--- src/rtl/clm_pkg.sv ---
// Package for the circular linked list manager: item types, control codes and the
// microprogram that sequences every list operation. Depends on nothing.
package clm_pkg;

	localparam int NODE_COUNT = 64;
	localparam int NODE_W = $clog2(NODE_COUNT);
	localparam int CNT_W = $clog2(NODE_COUNT + 1);

	typedef enum logic [1:0] {
		KIND_PUSH_BACK  = 2'd0,
		KIND_PUSH_FRONT = 2'd1,
		KIND_POP_FRONT  = 2'd2,
		KIND_REMOVE     = 2'd3
	} kind_t;

	typedef enum logic [1:0] {
		STATUS_DONE       = 2'd0,
		STATUS_EMPTY      = 2'd1,
		STATUS_NOT_LINKED = 2'd2,
		STATUS_LINKED     = 2'd3
	} status_t;

	typedef struct packed {
		kind_t              kind;
		logic [NODE_W-1:0]  node;
	} cmd_t;

	typedef struct packed {
		logic [NODE_W-1:0]  popped_node;
		status_t            status;
		logic [CNT_W-1:0]   count;
	} result_t;

	// Microprogram addresses.
	typedef enum logic [3:0] {
		S_IDLE        = 4'd0,
		S_PUSH_CHK    = 4'd1,
		S_PUSH_EMPTY  = 4'd2,
		S_PUSH_LINK   = 4'd3,
		S_PUSH_FIRST  = 4'd4,
		S_PUSH_REJ    = 4'd5,
		S_POP_CHK     = 4'd6,
		S_REM_CHK     = 4'd7,
		S_UNLINK      = 4'd8,
		S_UNLINK_LAST = 4'd9,
		S_POP_EMPTY   = 4'd10,
		S_REM_REJ     = 4'd11
	} step_t;

	typedef enum logic [2:0] {
		COND_NONE,
		COND_PUSH_REJ,
		COND_EMPTY,
		COND_NOT_LINKED,
		COND_SELF_LOOP
	} cond_t;

	// Next-link memory write: which entry gets which value.
	typedef enum logic [2:0] {
		NW_NONE,
		NW_SELF,
		NW_NODE_TO_HEAD,
		NW_TAIL_TO_NODE,
		NW_PREV_TO_NEXT
	} nw_op_t;

	// Prev-link memory write.
	typedef enum logic [2:0] {
		PW_NONE,
		PW_SELF,
		PW_NODE_TO_TAIL,
		PW_HEAD_TO_NODE,
		PW_NEXT_TO_PREV
	} pw_op_t;

	typedef enum logic [2:0] {
		CNT_HOLD,
		CNT_ONE,
		CNT_INC,
		CNT_DEC,
		CNT_ZERO
	} cnt_op_t;

	typedef enum logic [1:0] {
		HD_HOLD,
		HD_NODE,
		HD_NODE_IF_FRONT,
		HD_NEXT_IF_HEAD
	} hd_op_t;

	typedef enum logic [1:0] {
		MK_HOLD,
		MK_SET,
		MK_CLR
	} mk_op_t;

	typedef enum logic [1:0] {
		SS_DONE,
		SS_EMPTY,
		SS_NOT_LINKED,
		SS_PUSH_REJ
	} st_sel_t;

	typedef struct packed {
		logic    wait_start;
		cond_t   cond;
		step_t   jump;
		step_t   nxt;
		nw_op_t  nw;
		pw_op_t  pw;
		cnt_op_t cnt;
		hd_op_t  hd;
		mk_op_t  mk;
		logic    done;
		st_sel_t st;
	} uword_t;

	// Control from the sequencer to the datapath for the current cycle.
	typedef struct packed {
		logic    accept;
		nw_op_t  nw;
		pw_op_t  pw;
		cnt_op_t cnt;
		hd_op_t  hd;
		mk_op_t  mk;
		logic    done;
		st_sel_t st;
	} ctl_t;

	// Branch conditions from the datapath back to the sequencer.
	typedef struct packed {
		logic push_rej;
		logic empty;
		logic not_linked;
		logic self_loop;
	} flags_t;

	localparam uword_t UW_NOP = '{
		wait_start: 1'b0, cond: COND_NONE, jump: S_IDLE, nxt: S_IDLE,
		nw: NW_NONE, pw: PW_NONE, cnt: CNT_HOLD, hd: HD_HOLD, mk: MK_HOLD,
		done: 1'b0, st: SS_DONE
	};

	// Entry point of the routine for each operation kind.
	function automatic step_t kind_entry(input kind_t kind);
		step_t s;
		unique case (kind)
			KIND_PUSH_BACK, KIND_PUSH_FRONT: s = S_PUSH_CHK;
			KIND_POP_FRONT:                  s = S_POP_CHK;
			KIND_REMOVE:                     s = S_REM_CHK;
			default:                         s = S_IDLE;
		endcase
		return s;
	endfunction

	// The microprogram. When a step's condition holds it jumps and does nothing
	// else; otherwise it performs its actions and moves to its next step.
	function automatic uword_t ucode_rom(input step_t step);
		uword_t w;
		w = UW_NOP;
		unique case (step)
			S_IDLE: begin
				w.wait_start = 1'b1;
			end
			S_PUSH_CHK: begin
				w.cond = COND_PUSH_REJ;
				w.jump = S_PUSH_REJ;
				w.nxt  = S_PUSH_EMPTY;
			end
			S_PUSH_EMPTY: begin
				w.cond = COND_EMPTY;
				w.jump = S_PUSH_FIRST;
				w.nxt  = S_PUSH_LINK;
				w.nw   = NW_NODE_TO_HEAD;
				w.pw   = PW_NODE_TO_TAIL;
			end
			S_PUSH_LINK: begin
				w.nw   = NW_TAIL_TO_NODE;
				w.pw   = PW_HEAD_TO_NODE;
				w.cnt  = CNT_INC;
				w.hd   = HD_NODE_IF_FRONT;
				w.mk   = MK_SET;
				w.done = 1'b1;
			end
			S_PUSH_FIRST: begin
				w.nw   = NW_SELF;
				w.pw   = PW_SELF;
				w.cnt  = CNT_ONE;
				w.hd   = HD_NODE;
				w.mk   = MK_SET;
				w.done = 1'b1;
			end
			S_PUSH_REJ: begin
				w.done = 1'b1;
				w.st   = SS_PUSH_REJ;
			end
			S_POP_CHK: begin
				w.cond = COND_EMPTY;
				w.jump = S_POP_EMPTY;
				w.nxt  = S_UNLINK;
			end
			S_REM_CHK: begin
				w.cond = COND_NOT_LINKED;
				w.jump = S_REM_REJ;
				w.nxt  = S_UNLINK;
			end
			S_UNLINK: begin
				w.cond = COND_SELF_LOOP;
				w.jump = S_UNLINK_LAST;
				w.nw   = NW_PREV_TO_NEXT;
				w.pw   = PW_NEXT_TO_PREV;
				w.cnt  = CNT_DEC;
				w.hd   = HD_NEXT_IF_HEAD;
				w.mk   = MK_CLR;
				w.done = 1'b1;
			end
			S_UNLINK_LAST: begin
				w.cnt  = CNT_ZERO;
				w.mk   = MK_CLR;
				w.done = 1'b1;
			end
			S_POP_EMPTY: begin
				w.done = 1'b1;
				w.st   = SS_EMPTY;
			end
			S_REM_REJ: begin
				w.done = 1'b1;
				w.st   = SS_NOT_LINKED;
			end
			default: begin
				w = UW_NOP;
			end
		endcase
		return w;
	endfunction

endpackage

--- src/rtl/circular_linked_list_manager_unit.sv ---
// Top level of the circular linked list manager: sequencer plus datapath.
// Depends on clm_pkg, clm_sequencer and clm_datapath.
//
// This block keeps one circular doubly linked list over a pool of NODE_COUNT node
// slots and runs one operation per transaction: push back, push front, pop front
// or remove a given node. A transaction is accepted at a rising edge where start
// is high and busy is low; busy then stays high while a small microprogram reads
// the node's links and rewrites the neighbors' links. Pops and removes that fail
// their check, and rejected pushes, run their check step and then a result step;
// an accepted push runs its check, its empty test and then a first-node or link
// step; a pop or remove that succeeds runs its check and its unlink step, plus a
// last-node step when it takes out the last node. The result appears on result
// with done high for exactly one cycle, the same cycle busy drops, so a new
// transaction can be started right then; none is taken while busy is high. The
// routines are split into steps since each link memory has a single write port
// and a push must update four links. The receiver cannot stall, so it must take
// every result in the cycle done is high. Every transaction yields exactly one
// result. The link memories need no clearing after reset; only the step counter,
// the per-node linked marks, the head, the count and the done strobe are reset.
module circular_linked_list_manager_unit
	import clm_pkg::*;
(
	input  logic    clk,
	input  logic    arst_n,
	input  logic    start,
	input  cmd_t    cmd,
	output logic    busy,
	output logic    done,
	output result_t result
);

	ctl_t   ctl;
	flags_t flags;

	// Step counter and control store.
	clm_sequencer u_seq (
		.clk    (clk),
		.arst_n (arst_n),
		.start  (start),
		.kind   (cmd.kind),
		.flags  (flags),
		.busy   (busy),
		.ctl    (ctl)
	);

	// Link memories, marks, head, count and the result register.
	clm_datapath u_dp (
		.clk    (clk),
		.arst_n (arst_n),
		.cmd    (cmd),
		.ctl    (ctl),
		.flags  (flags),
		.done   (done),
		.result (result)
	);

endmodule

--- src/rtl/clm_sequencer.sv ---
// Microcode sequencer of the circular linked list manager: step counter, control
// store lookup and conditional jumps. Depends on clm_pkg.
module clm_sequencer
	import clm_pkg::*;
(
	input  logic   clk,
	input  logic   arst_n,
	input  logic   start,
	input  kind_t  kind,
	input  flags_t flags,
	output logic   busy,
	output ctl_t   ctl
);

	step_t  step_q;
	step_t  step_nxt;
	uword_t uw;
	logic   cond_hit;

	assign uw = ucode_rom(step_q);

	always_comb begin
		unique case (uw.cond)
			COND_NONE:       cond_hit = 1'b0;
			COND_PUSH_REJ:   cond_hit = flags.push_rej;
			COND_EMPTY:      cond_hit = flags.empty;
			COND_NOT_LINKED: cond_hit = flags.not_linked;
			COND_SELF_LOOP:  cond_hit = flags.self_loop;
			default:         cond_hit = 1'b0;
		endcase
	end

	always_comb begin
		ctl.accept = uw.wait_start & start;
		ctl.nw     = NW_NONE;
		ctl.pw     = PW_NONE;
		ctl.cnt    = CNT_HOLD;
		ctl.hd     = HD_HOLD;
		ctl.mk     = MK_HOLD;
		ctl.done   = 1'b0;
		ctl.st     = uw.st;
		if (uw.wait_start) begin
			step_nxt = start ? kind_entry(kind) : S_IDLE;
		end else if (cond_hit) begin
			step_nxt = uw.jump;
		end else begin
			step_nxt = uw.nxt;
			ctl.nw   = uw.nw;
			ctl.pw   = uw.pw;
			ctl.cnt  = uw.cnt;
			ctl.hd   = uw.hd;
			ctl.mk   = uw.mk;
			ctl.done = uw.done;
		end
	end

	always_ff @(posedge clk or negedge arst_n) begin
		if (!arst_n) begin
			step_q <= S_IDLE;
		end else begin
			step_q <= step_nxt;
		end
	end

	assign busy = (step_q != S_IDLE);

	a_done_goes_idle: assert property (@(posedge clk) disable iff (!arst_n)
		ctl.done |=> (step_q == S_IDLE))
		else $error("sequencer did not return to idle after a result");

	a_accept_only_idle: assert property (@(posedge clk) disable iff (!arst_n)
		ctl.accept |-> (step_q == S_IDLE) && !busy)
		else $error("transaction accepted outside the idle step");

	a_no_action_in_idle: assert property (@(posedge clk) disable iff (!arst_n)
		(step_q == S_IDLE) |-> !ctl.done && (ctl.nw == NW_NONE) && (ctl.pw == PW_NONE))
		else $error("datapath action issued from the idle step");

endmodule

--- src/rtl/clm_datapath.sv ---
// Datapath of the circular linked list manager: link memories, linked marks, head,
// count and the result register. Depends on clm_pkg.
module clm_datapath
	import clm_pkg::*;
(
	input  logic    clk,
	input  logic    arst_n,
	input  cmd_t    cmd,
	input  ctl_t    ctl,
	output flags_t  flags,
	output logic    done,
	output result_t result
);

	logic [NODE_W-1:0] next_mem [NODE_COUNT];
	logic [NODE_W-1:0] prev_mem [NODE_COUNT];

	logic [NODE_COUNT-1:0] mark_q;
	logic [NODE_W-1:0]     head_q;
	logic [CNT_W-1:0]      count_q;
	kind_t                 kind_q;
	logic [NODE_W-1:0]     node_q;
	logic [NODE_W-1:0]     rd_next_q;
	logic [NODE_W-1:0]     rd_prev_q;
	result_t               result_q;
	logic                  done_q;

	logic [NODE_W-1:0] raddr;
	logic              in_pool;
	logic              nw_en, pw_en;
	logic [NODE_W-1:0] nw_addr, nw_data, pw_addr, pw_data;
	logic [CNT_W-1:0]  count_nxt;
	status_t           status;

	// Pops and pushes read around the head; a remove reads the named node.
	assign raddr = (cmd.kind == KIND_REMOVE) ? cmd.node : head_q;

	assign in_pool = (CNT_W'(node_q) < CNT_W'(NODE_COUNT));

	assign flags.push_rej   = !in_pool || mark_q[node_q];
	assign flags.empty      = (count_q == '0);
	assign flags.not_linked = !in_pool || !mark_q[node_q];
	assign flags.self_loop  = (rd_next_q == node_q) || (rd_prev_q == node_q);

	always_comb begin
		nw_en   = 1'b0;
		nw_addr = node_q;
		nw_data = node_q;
		unique case (ctl.nw)
			NW_NONE: begin
			end
			NW_SELF: begin
				nw_en = 1'b1;
			end
			NW_NODE_TO_HEAD: begin
				nw_en   = 1'b1;
				nw_data = head_q;
			end
			NW_TAIL_TO_NODE: begin
				nw_en   = 1'b1;
				nw_addr = rd_prev_q;
			end
			NW_PREV_TO_NEXT: begin
				nw_en   = 1'b1;
				nw_addr = rd_prev_q;
				nw_data = rd_next_q;
			end
			default: begin
			end
		endcase
	end

	always_comb begin
		pw_en   = 1'b0;
		pw_addr = node_q;
		pw_data = node_q;
		unique case (ctl.pw)
			PW_NONE: begin
			end
			PW_SELF: begin
				pw_en = 1'b1;
			end
			PW_NODE_TO_TAIL: begin
				pw_en   = 1'b1;
				pw_data = rd_prev_q;
			end
			PW_HEAD_TO_NODE: begin
				pw_en   = 1'b1;
				pw_addr = head_q;
			end
			PW_NEXT_TO_PREV: begin
				pw_en   = 1'b1;
				pw_addr = rd_next_q;
				pw_data = rd_prev_q;
			end
			default: begin
			end
		endcase
	end

	always_ff @(posedge clk) begin
		if (nw_en) begin
			next_mem[nw_addr] <= nw_data;
		end
		if (pw_en) begin
			prev_mem[pw_addr] <= pw_data;
		end
		if (ctl.accept) begin
			rd_next_q <= next_mem[raddr];
			rd_prev_q <= prev_mem[raddr];
			kind_q    <= cmd.kind;
			node_q    <= (cmd.kind == KIND_POP_FRONT) ? head_q : cmd.node;
		end
	end

	always_comb begin
		unique case (ctl.cnt)
			CNT_HOLD: count_nxt = count_q;
			CNT_ONE:  count_nxt = CNT_W'(1);
			CNT_INC:  count_nxt = count_q + CNT_W'(1);
			CNT_DEC:  count_nxt = count_q - CNT_W'(1);
			CNT_ZERO: count_nxt = '0;
			default:  count_nxt = count_q;
		endcase
	end

	always_comb begin
		unique case (ctl.st)
			SS_DONE:       status = STATUS_DONE;
			SS_EMPTY:      status = STATUS_EMPTY;
			SS_NOT_LINKED: status = STATUS_NOT_LINKED;
			SS_PUSH_REJ:   status = in_pool ? STATUS_LINKED : STATUS_NOT_LINKED;
			default:       status = STATUS_DONE;
		endcase
	end

	always_ff @(posedge clk or negedge arst_n) begin
		if (!arst_n) begin
			mark_q  <= '0;
			head_q  <= '0;
			count_q <= '0;
			done_q  <= 1'b0;
		end else begin
			count_q <= count_nxt;
			done_q  <= ctl.done;
			unique case (ctl.mk)
				MK_HOLD: begin
				end
				MK_SET:  mark_q[node_q] <= 1'b1;
				MK_CLR:  mark_q[node_q] <= 1'b0;
				default: begin
				end
			endcase
			unique case (ctl.hd)
				HD_HOLD: begin
				end
				HD_NODE: head_q <= node_q;
				HD_NODE_IF_FRONT: begin
					if (kind_q == KIND_PUSH_FRONT) begin
						head_q <= node_q;
					end
				end
				HD_NEXT_IF_HEAD: begin
					if (node_q == head_q) begin
						head_q <= rd_next_q;
					end
				end
				default: begin
				end
			endcase
		end
	end

	always_ff @(posedge clk) begin
		if (ctl.done) begin
			result_q.popped_node <= (kind_q == KIND_POP_FRONT && status == STATUS_DONE)
				? node_q : '0;
			result_q.status      <= status;
			result_q.count       <= count_nxt;
		end
	end

	assign done   = done_q;
	assign result = result_q;

	a_count_matches_marks: assert property (@(posedge clk) disable iff (!arst_n)
		$countones(mark_q) == int'(count_q))
		else $error("linked marks disagree with the node count");

	a_count_in_range: assert property (@(posedge clk) disable iff (!arst_n)
		int'(count_q) <= NODE_COUNT)
		else $error("node count above pool size");

	a_strobe_single: assert property (@(posedge clk) disable iff (!arst_n)
		done_q |=> !done_q)
		else $error("result strobe held for more than one cycle");

endmodule

--- config.mk ---
export PLATFORM = sky130hd
export DESIGN_NAME = circular_linked_list_manager_unit
export DESIGN_NICKNAME = d
export VERILOG_FILES = /design/src/rtl/clm_pkg.sv /design/src/rtl/circular_linked_list_manager_unit.sv /design/src/rtl/clm_sequencer.sv /design/src/rtl/clm_datapath.sv
export SDC_FILE = /design/constraint.sdc
export NUM_CORES = 1
export LEC_CHECK = 0
export ABC_CLOCK_PERIOD_IN_PS = 6250
export BUFFER_PORTS_ARGS = -buffer_cell sky130_fd_sc_hd__buf_2
export CORE_ASPECT_RATIO = 0.5
export CORE_MARGIN = 1
export CORE_UTILIZATION = 62
export DETAILED_ROUTE_END_ITERATION = 7
export PLACE_DENSITY = 0.78
export RECOVER_POWER = 50
export SYNTH_ARGS = -nofsm -noshare
export SYNTH_HDL_FRONTEND = slang
export SYNTH_SLANG_ARGS = --single-unit
--- constraint.sdc ---
create_clock -name clk -period 6.25 [get_ports clk]
set_clock_uncertainty 0.2 [all_clocks]
set_input_delay 0.3125 -clock clk [delete_from_list [all_inputs] [get_ports clk]]
set_output_delay 0.3125 -clock clk [all_outputs]
set_load 0.01 [all_outputs]
* Word-level counts from Yosys, hierarchy flattened
Memories as Yosys holds them, arrays and structs flattened. A register that Yosys moved wholly into a read port is not among the register bits.
Index checks and enable logic that the tools add are counted.
** Word-level totals
- Register bits after elaboration :: 105
- Memory bits (writable) :: 768
- Bits of input ports :: 11
- Logic and storage cells :: 125
- Memories kept :: 2
** Memory list
- u_dp.next_mem :: depth 64, bits a word 6, read ports 1, clocked after memory_dff 1, wr ports 1, RTL line clm_datapath.sv:15 : logic [NODE_W-1:0] next_mem [NODE_COUNT];
- u_dp.prev_mem :: depth 64, bits a word 6, read ports 1, clocked after memory_dff 1, wr ports 1, RTL line clm_datapath.sv:16 : logic [NODE_W-1:0] prev_mem [NODE_COUNT];
** Cells by class
- Add/subtract/negate cells :: 2
- Order comparisons :: 2
- Eq/ne operators :: 45
- Multiplexer cells :: 38
- Bitwise operators :: 4
- Reduce and logical (&&, ||, !) cells :: 22
** Operators by type and width (count)
- $pmux W64 S2 :: 1
- $and A64 B64 Y64 :: 1
- $not A64 Y64 :: 1
- $or A64 B64 Y64 :: 1
- $mux W6 :: 6
- $pmux W7 S5 :: 1
- $mux W14 :: 2
- $pmux W7 S4 :: 1
- $eq A3 B2 Y1 const B :: 8
- $pmux W4 S3 :: 2
- $pmux W6 S2 :: 2
- $pmux W6 S4 :: 1
- $eq A6 B6 Y1 :: 3
- $pmux W6 S3 :: 1
- $eq A2 B2 Y1 const B :: 8
- $eq A4 B3 Y1 const B :: 4
- $eq A4 B4 Y1 const B :: 4
- $eq A3 B1 Y1 const B :: 4
- $eq A3 B3 Y1 const B :: 4
- $mux W4 :: 3
- $pmux W2 S3 :: 2
- $pmux W3 S4 :: 1
- $reduce_or A2 Y1 :: 6
- $eq A2 B1 Y1 const B :: 5
- 26 further kinds :: 41

* Depth between registers and ports, before layout
- Depth in word-level cells :: 11
- Depth in mapped cells :: 14
- Depth with buffers taken out :: 12

* By module
A second synthesis with hierarchy kept.
** Unflattened totals
- Cell total of the unflattened synthesis :: 2510
- Area, all modules :: 37275.8 um^2
** By module, submodules not included
- clm_datapath :: instances 1, cells an instance 2437, area each 36770.3 um^2, sequential area each 26065.0 um^2
- clm_sequencer :: instances 1, cells an instance 73, area each 505.5 um^2, sequential area each 100.1 um^2

* Worst setup path before layout
OpenSTA, ideal clock, no wires.
- Kind :: reg-to-reg
- Start :: reg u_seq.step_q[2]
- End :: mem u_dp.prev_mem[0][0] (netlist name) (data pin)
- Setup time :: 702 ps
- Arrival time :: 4295 ps
- Setup slack :: 1053 ps
- Stages on the path, launching flop included :: 9
- Path buffers :: 2
- Period minus slack after synthesis :: 5197 ps
- Cell sequence :: dfrtp_1 -> nand2b_4 -> nor3_4 -> o221ai_4 -> inv_4 -> buf_6 -> o21ai_4 -> clkbuf_1 -> o21ai_0
** Between the ends
- Word-level cells in the longest chain between the ends :: 9
- Elaborated cells on any way between the ends :: 22
** Ends and longest elaborated chain
- start: declaration :: RTL line clm_sequencer.sv:15 : step_t step_q;
- start signal: assignment :: RTL line clm_sequencer.sv:61 : step_q <= step_nxt;
- $eq A4 B4 Y1, or another cell as far along :: RTL line clm_pkg.sv:161 : unique case (step)
- $pmux W7 S5 :: RTL line clm_pkg.sv:161
- $eq A3 B3 Y1, or another cell as far along :: RTL line clm_sequencer.sv:23 : unique case (uw.cond)
- $pmux W1 S4 :: RTL line clm_sequencer.sv:23
- $mux W14 :: RTL line clm_sequencer.sv:44 : end else if (cond_hit) begin
- $mux W14 (*) :: RTL line clm_sequencer.sv:42 : if (uw.wait_start) begin
- $eq A3 B2 Y1 or $eq A3 B3 Y1 (tied branches) :: RTL line clm_datapath.sv:77 : unique case (ctl.pw)
- $reduce_or A2 Y1 (no line) (*)
- $mux W6 (*) :: RTL line clm_datapath.sv:77
- via u_dp.pw_data[0] :: RTL line clm_datapath.sv:31 : logic [NODE_W-1:0] nw_addr, nw_data, pw_addr, pw_data;
- end: declaration :: RTL line clm_datapath.sv:16
The timed path passes the listed nets; every way through them passes the cells marked *.

* Worst setup path in the final report
- Start :: reg u_seq.step_q[2]
- End :: mem u_dp.prev_mem[52][5] (netlist name), enable pin
** Between the ends
- Word-level cells in the longest chain between the ends :: 11
- Elaborated cells on any way between the ends :: 27
** Ends and longest elaborated chain
- $eq A4 B4 Y1, or another cell as far along :: RTL line clm_pkg.sv:161
- $pmux W7 S5 :: RTL line clm_pkg.sv:161
- $eq A3 B3 Y1, or another cell as far along :: RTL line clm_sequencer.sv:23
- $pmux W1 S4 :: RTL line clm_sequencer.sv:23
- $mux W14 :: RTL line clm_sequencer.sv:44
- $mux W14 (*) :: RTL line clm_sequencer.sv:42
- $eq A3 B1 Y1, or another cell as far along :: RTL line clm_datapath.sv:77
- $reduce_or A4 Y1 (no line)
- $mux W1 :: RTL line clm_datapath.sv:77
- $mux W1 :: RTL line clm_datapath.sv:105 : if (pw_en) begin
- $mux W1 (not written as such) :: RTL line clm_datapath.sv:106 : prev_mem[pw_addr] <= pw_data;
Every way passes the cells marked *; elsewhere a longest branch is shown, timed or not.

==> summary.md <==
| Metric | Value |
|---|---|
| Outcome | `complete, but fails checks` |
| Violated checks | `capacitance limit, slew limit` |
| Clk slew on worst S/H paths | `60 ps` |
| GR Util All Layers | `0.3199` |
| Clock Sinks | `885` |
| Largest net degree at the start of global routing | `189` |
| Critical path origin | `u_seq.step_q[2]` |
| Critical Path Fanout Max | `28` |
| Distinct cells, synth | `72` |
| Global Route met1 Usage | `0.4561` |
| Vias in the first global route | `23.64k` |
| Area growth, synth to finish | `8.649%` |
| P per Cell Area | `467.6 nW/um^2` |
| Num CTS Buffers | `74` |
| RSZ-0062 raised after global routing | `false` |
| WP data arrival | `5250 ps` |
| Post-CTS Repair Setup Buffers | `0` |
| Pleak | `13.74 nW` |
| Vias | `25.03k` |
| Most frequent cells in the layout | `edfxtp_1, nand2_1, nand3_1, nor2_1, a21oi_1` |
| GPL Wtd Cong | `0.9406` |
| Post-synth top flop | `edfxtp_1` |
| Max-Cap Viols | `4` |
| Clock Path Buffers | `3` |
| Setup Crit Path Kind | `reg2reg` |
| Root Buffer | `clkbuf_16` |
| Routing usage on met3 | `0.07867` |
| EDFF count, synth | `803` |
| Max-slew violation count | `182` |
| I/O Buffers | `27` |
| CP endpoint kind | `flop` |
| Die Y | `174.8 microns` |
| Worst hold start | `cmd[0]` |
| Antenna Nets Post-Route | `0` |
| Syn_nets | `3018` |
| Post-layout total power | `0.01880 W` |
| Drt total wl | `96.51 mm` |
| Met2 Use GR | `0.4822` |
| Max VDD drop | `437.4 uV` |
| Design Area, Final | `40210 sq um` |
| First-pass GRT wire length | `144.5 mm` |
| Min-delay worst type | `in2reg` |
| Core area | `58180 sq um` |
| Setup TNS | `0 ps` |
| GRT overflow | `0` |
| Fin. Hold Viols | `0` |
| GR peak layer | `met2` |
| Cell Area, Synth | `37010 sq um` |
| I/O pin cnt | `28` |
| Sequential area share after synthesis | `0.7071` |
| Critical path startpoint category | `flop` |
| Worst-Margin Slew | `1698 ps` |
| Layout cells sized above 1 | `0.07079` |
| CTS tree | `done` |
| Minimum clock period | `5197 ps` |
| Starting Density | `0.6360` |
| FFs w/ async S/R, synth | `0.09266` |
| Dpl cells | `3654` |
| Wire per inst | `25.43 microns` |
| Initial antenna violation count | `2` |
| Final Cycle Share | `0.8315` |
| Required time of the critical path | `6300 ps` |
| 1st-pass router iterations | `7` |
| H-tree levels | `3` |
| Hpwl dp | `60.31 mm` |
| Drt drc | `0` |
| DIE WIDTH | `347.5 microns` |
| Most common cell after layout, fill and taps aside | `edfxtp_1` |
| Post-DR vias/cell | `6.596` |
| Relative slew slack | `-0.1317` |
| Ys Warns | `0` |
| Cell Count, Final, Fillers Out | `3795` |
| Placed Area | `37900 sq um` |
| Nets@finish | `2989` |
| Row count | `62` |
| Mapped Avg Cell Area | `12.34 sq um` |
| RR Startpoint | `u_seq.step_q[2]` |
| Clk Latency, worst-skew pair | `620 ps` |
| Final setup viols | `0` |
| FILL cells | `3909` |
| Achievable clock frequency | `192.4 MHz` |
| Post-Synthesis Cells | `3000` |
| Die Area | `60730 sq um` |
| DRC violation total after the first TritonRoute iteration | `3592` |
| Post-synthesis register bit count | `885` |
## cells in the mapped netlist (6+ instances only)
cell type,count,area (sq um)
mux2i_1,70,700.7
mux2_2,17,191.4
clkbuf_1,130,488.0
dfrtp_1,82,2052
nor2_1,243,912.1
edfxtp_1,803,24110
a22oi_1,10,75.07
and2_1,8,50.05
xnor2_1,16,140.1
a21oi_1,126,630.6
a31oi_1,56,350.3
nor4_1,7,43.79
a22o_1,7,61.31
o21ai_0,30,150.1
nand4_1,54,337.8
buf_4,9,67.56
inv_1,19,71.32
nand3_1,310,1551
and4_1,12,105.1
nor2b_1,9,56.30
nand2_1,725,2721
a32oi_1,48,420.4
nand2b_1,16,100.1
mux4_2,12,270.3
ha_1,6,75.07
buf_2,15,75.07
o21ai_1,7,35.03
nor3_1,39,195.2
buf_1,24,90.09
## layer usage
| metal | vias to the layer above | part of all wire |
|---|---|---|
| met2 | 1746 | 0.45 |
| met3 | 248 | 0.12 |
| met1 | 12160 | 0.39 |
| met4 | 0 | 0.039 |
| met5 | - | 0 |
| li1 | 10880 | - |
## metrics by stage
stage          utilization  hold slack, ps  setup WS [ps]
2_1_floorplan            -          -183.1           1053
6_report            0.6911           43.39           1053
3_3_place_gp        0.6514           259.3           1891
4_1_cts             0.6930           45.77           1783
3_5_place_dp        0.6514           290.5           1810
5_1_grt             0.6909           31.31          773.5
## worst max-delay path: stages (launching register included)
cell,delay (ps)
dfrtp_1,570
nand2b_4,260
nor3_4,310
o221ai_1,560
nand2_1,240
clkbuf_1,950
a31oi_2,660
buf_4,370
nor3_1,710
## final timing paths
check	endpoint	slack, ps	cells past startpoint
min reg2reg	flop	300	2
max in group asynchronous	u_dp.head_q[1]	4910	2
max reg2reg	u_dp.prev_mem[52][5]	1050	8
min	u_dp.node_q[0]	40	2
min in group asynchronous	async pin	220	2
max	u_dp.prev_mem[52][5]	1050	8
## state kept, by name, indices dropped and copies added (netlist names), named ones only
name / flops
u_dp.next_mem: 384
u_dp.prev_mem: 384
u_dp.result: 15
u_dp.count_q: 7
u_dp.head_q: 6
u_dp.node_q: 6
u_dp.rd_next_q: 6
u_dp.rd_prev_q: 6
u_seq.step_q: 4
u_dp.kind_q: 2
u_dp.done: 1
## power breakdown
part | switching [W] | internal (W) | leakage, nW | total, W
registers | 0.000383 | 0.00791 | 8.35 | 0.00829
logic | 0.00452 | 0.00140 | 4.26 | 0.00593
clock network | 0.00206 | 0.00252 | 1.13 | 0.00458
total | 0.00696 | 0.0118 | 13.7 | 0.0188
## kinds of logic after synthesis
logic type,share of synthesized area
DFF,0.7071
xor gates and xnor gates,0.004970
and+or+nand+nor,0.1720
adders and majority gates,0.002570
AOI/OAI and AO/OA,0.05890
buffers and inverters,0.02309
muxes,0.03141
## layout make-up
type | instances | area [sq um] | share of cell area
antenna | 4 | 10.01 | 0.0002490
clock buffer | 94 | 2012 | 0.05004
clock inverter | 34 | 317.8 | 0.007904
inverter | 20 | 77.57 | 0.001929
multi-input combinational | 1912 | 10160 | 0.2527
sequential | 885 | 26170 | 0.6508
tap | 768 | 960.9 | 0.02390
timing repair buffer | 78 | 504.2 | 0.01254
## timing repair
action                    CTS  global route
resized for setup           0             0
hold buffers                9             0
hold endpoints to repair   91             0
No activity file was read; power rests on OpenSTA's default activity.
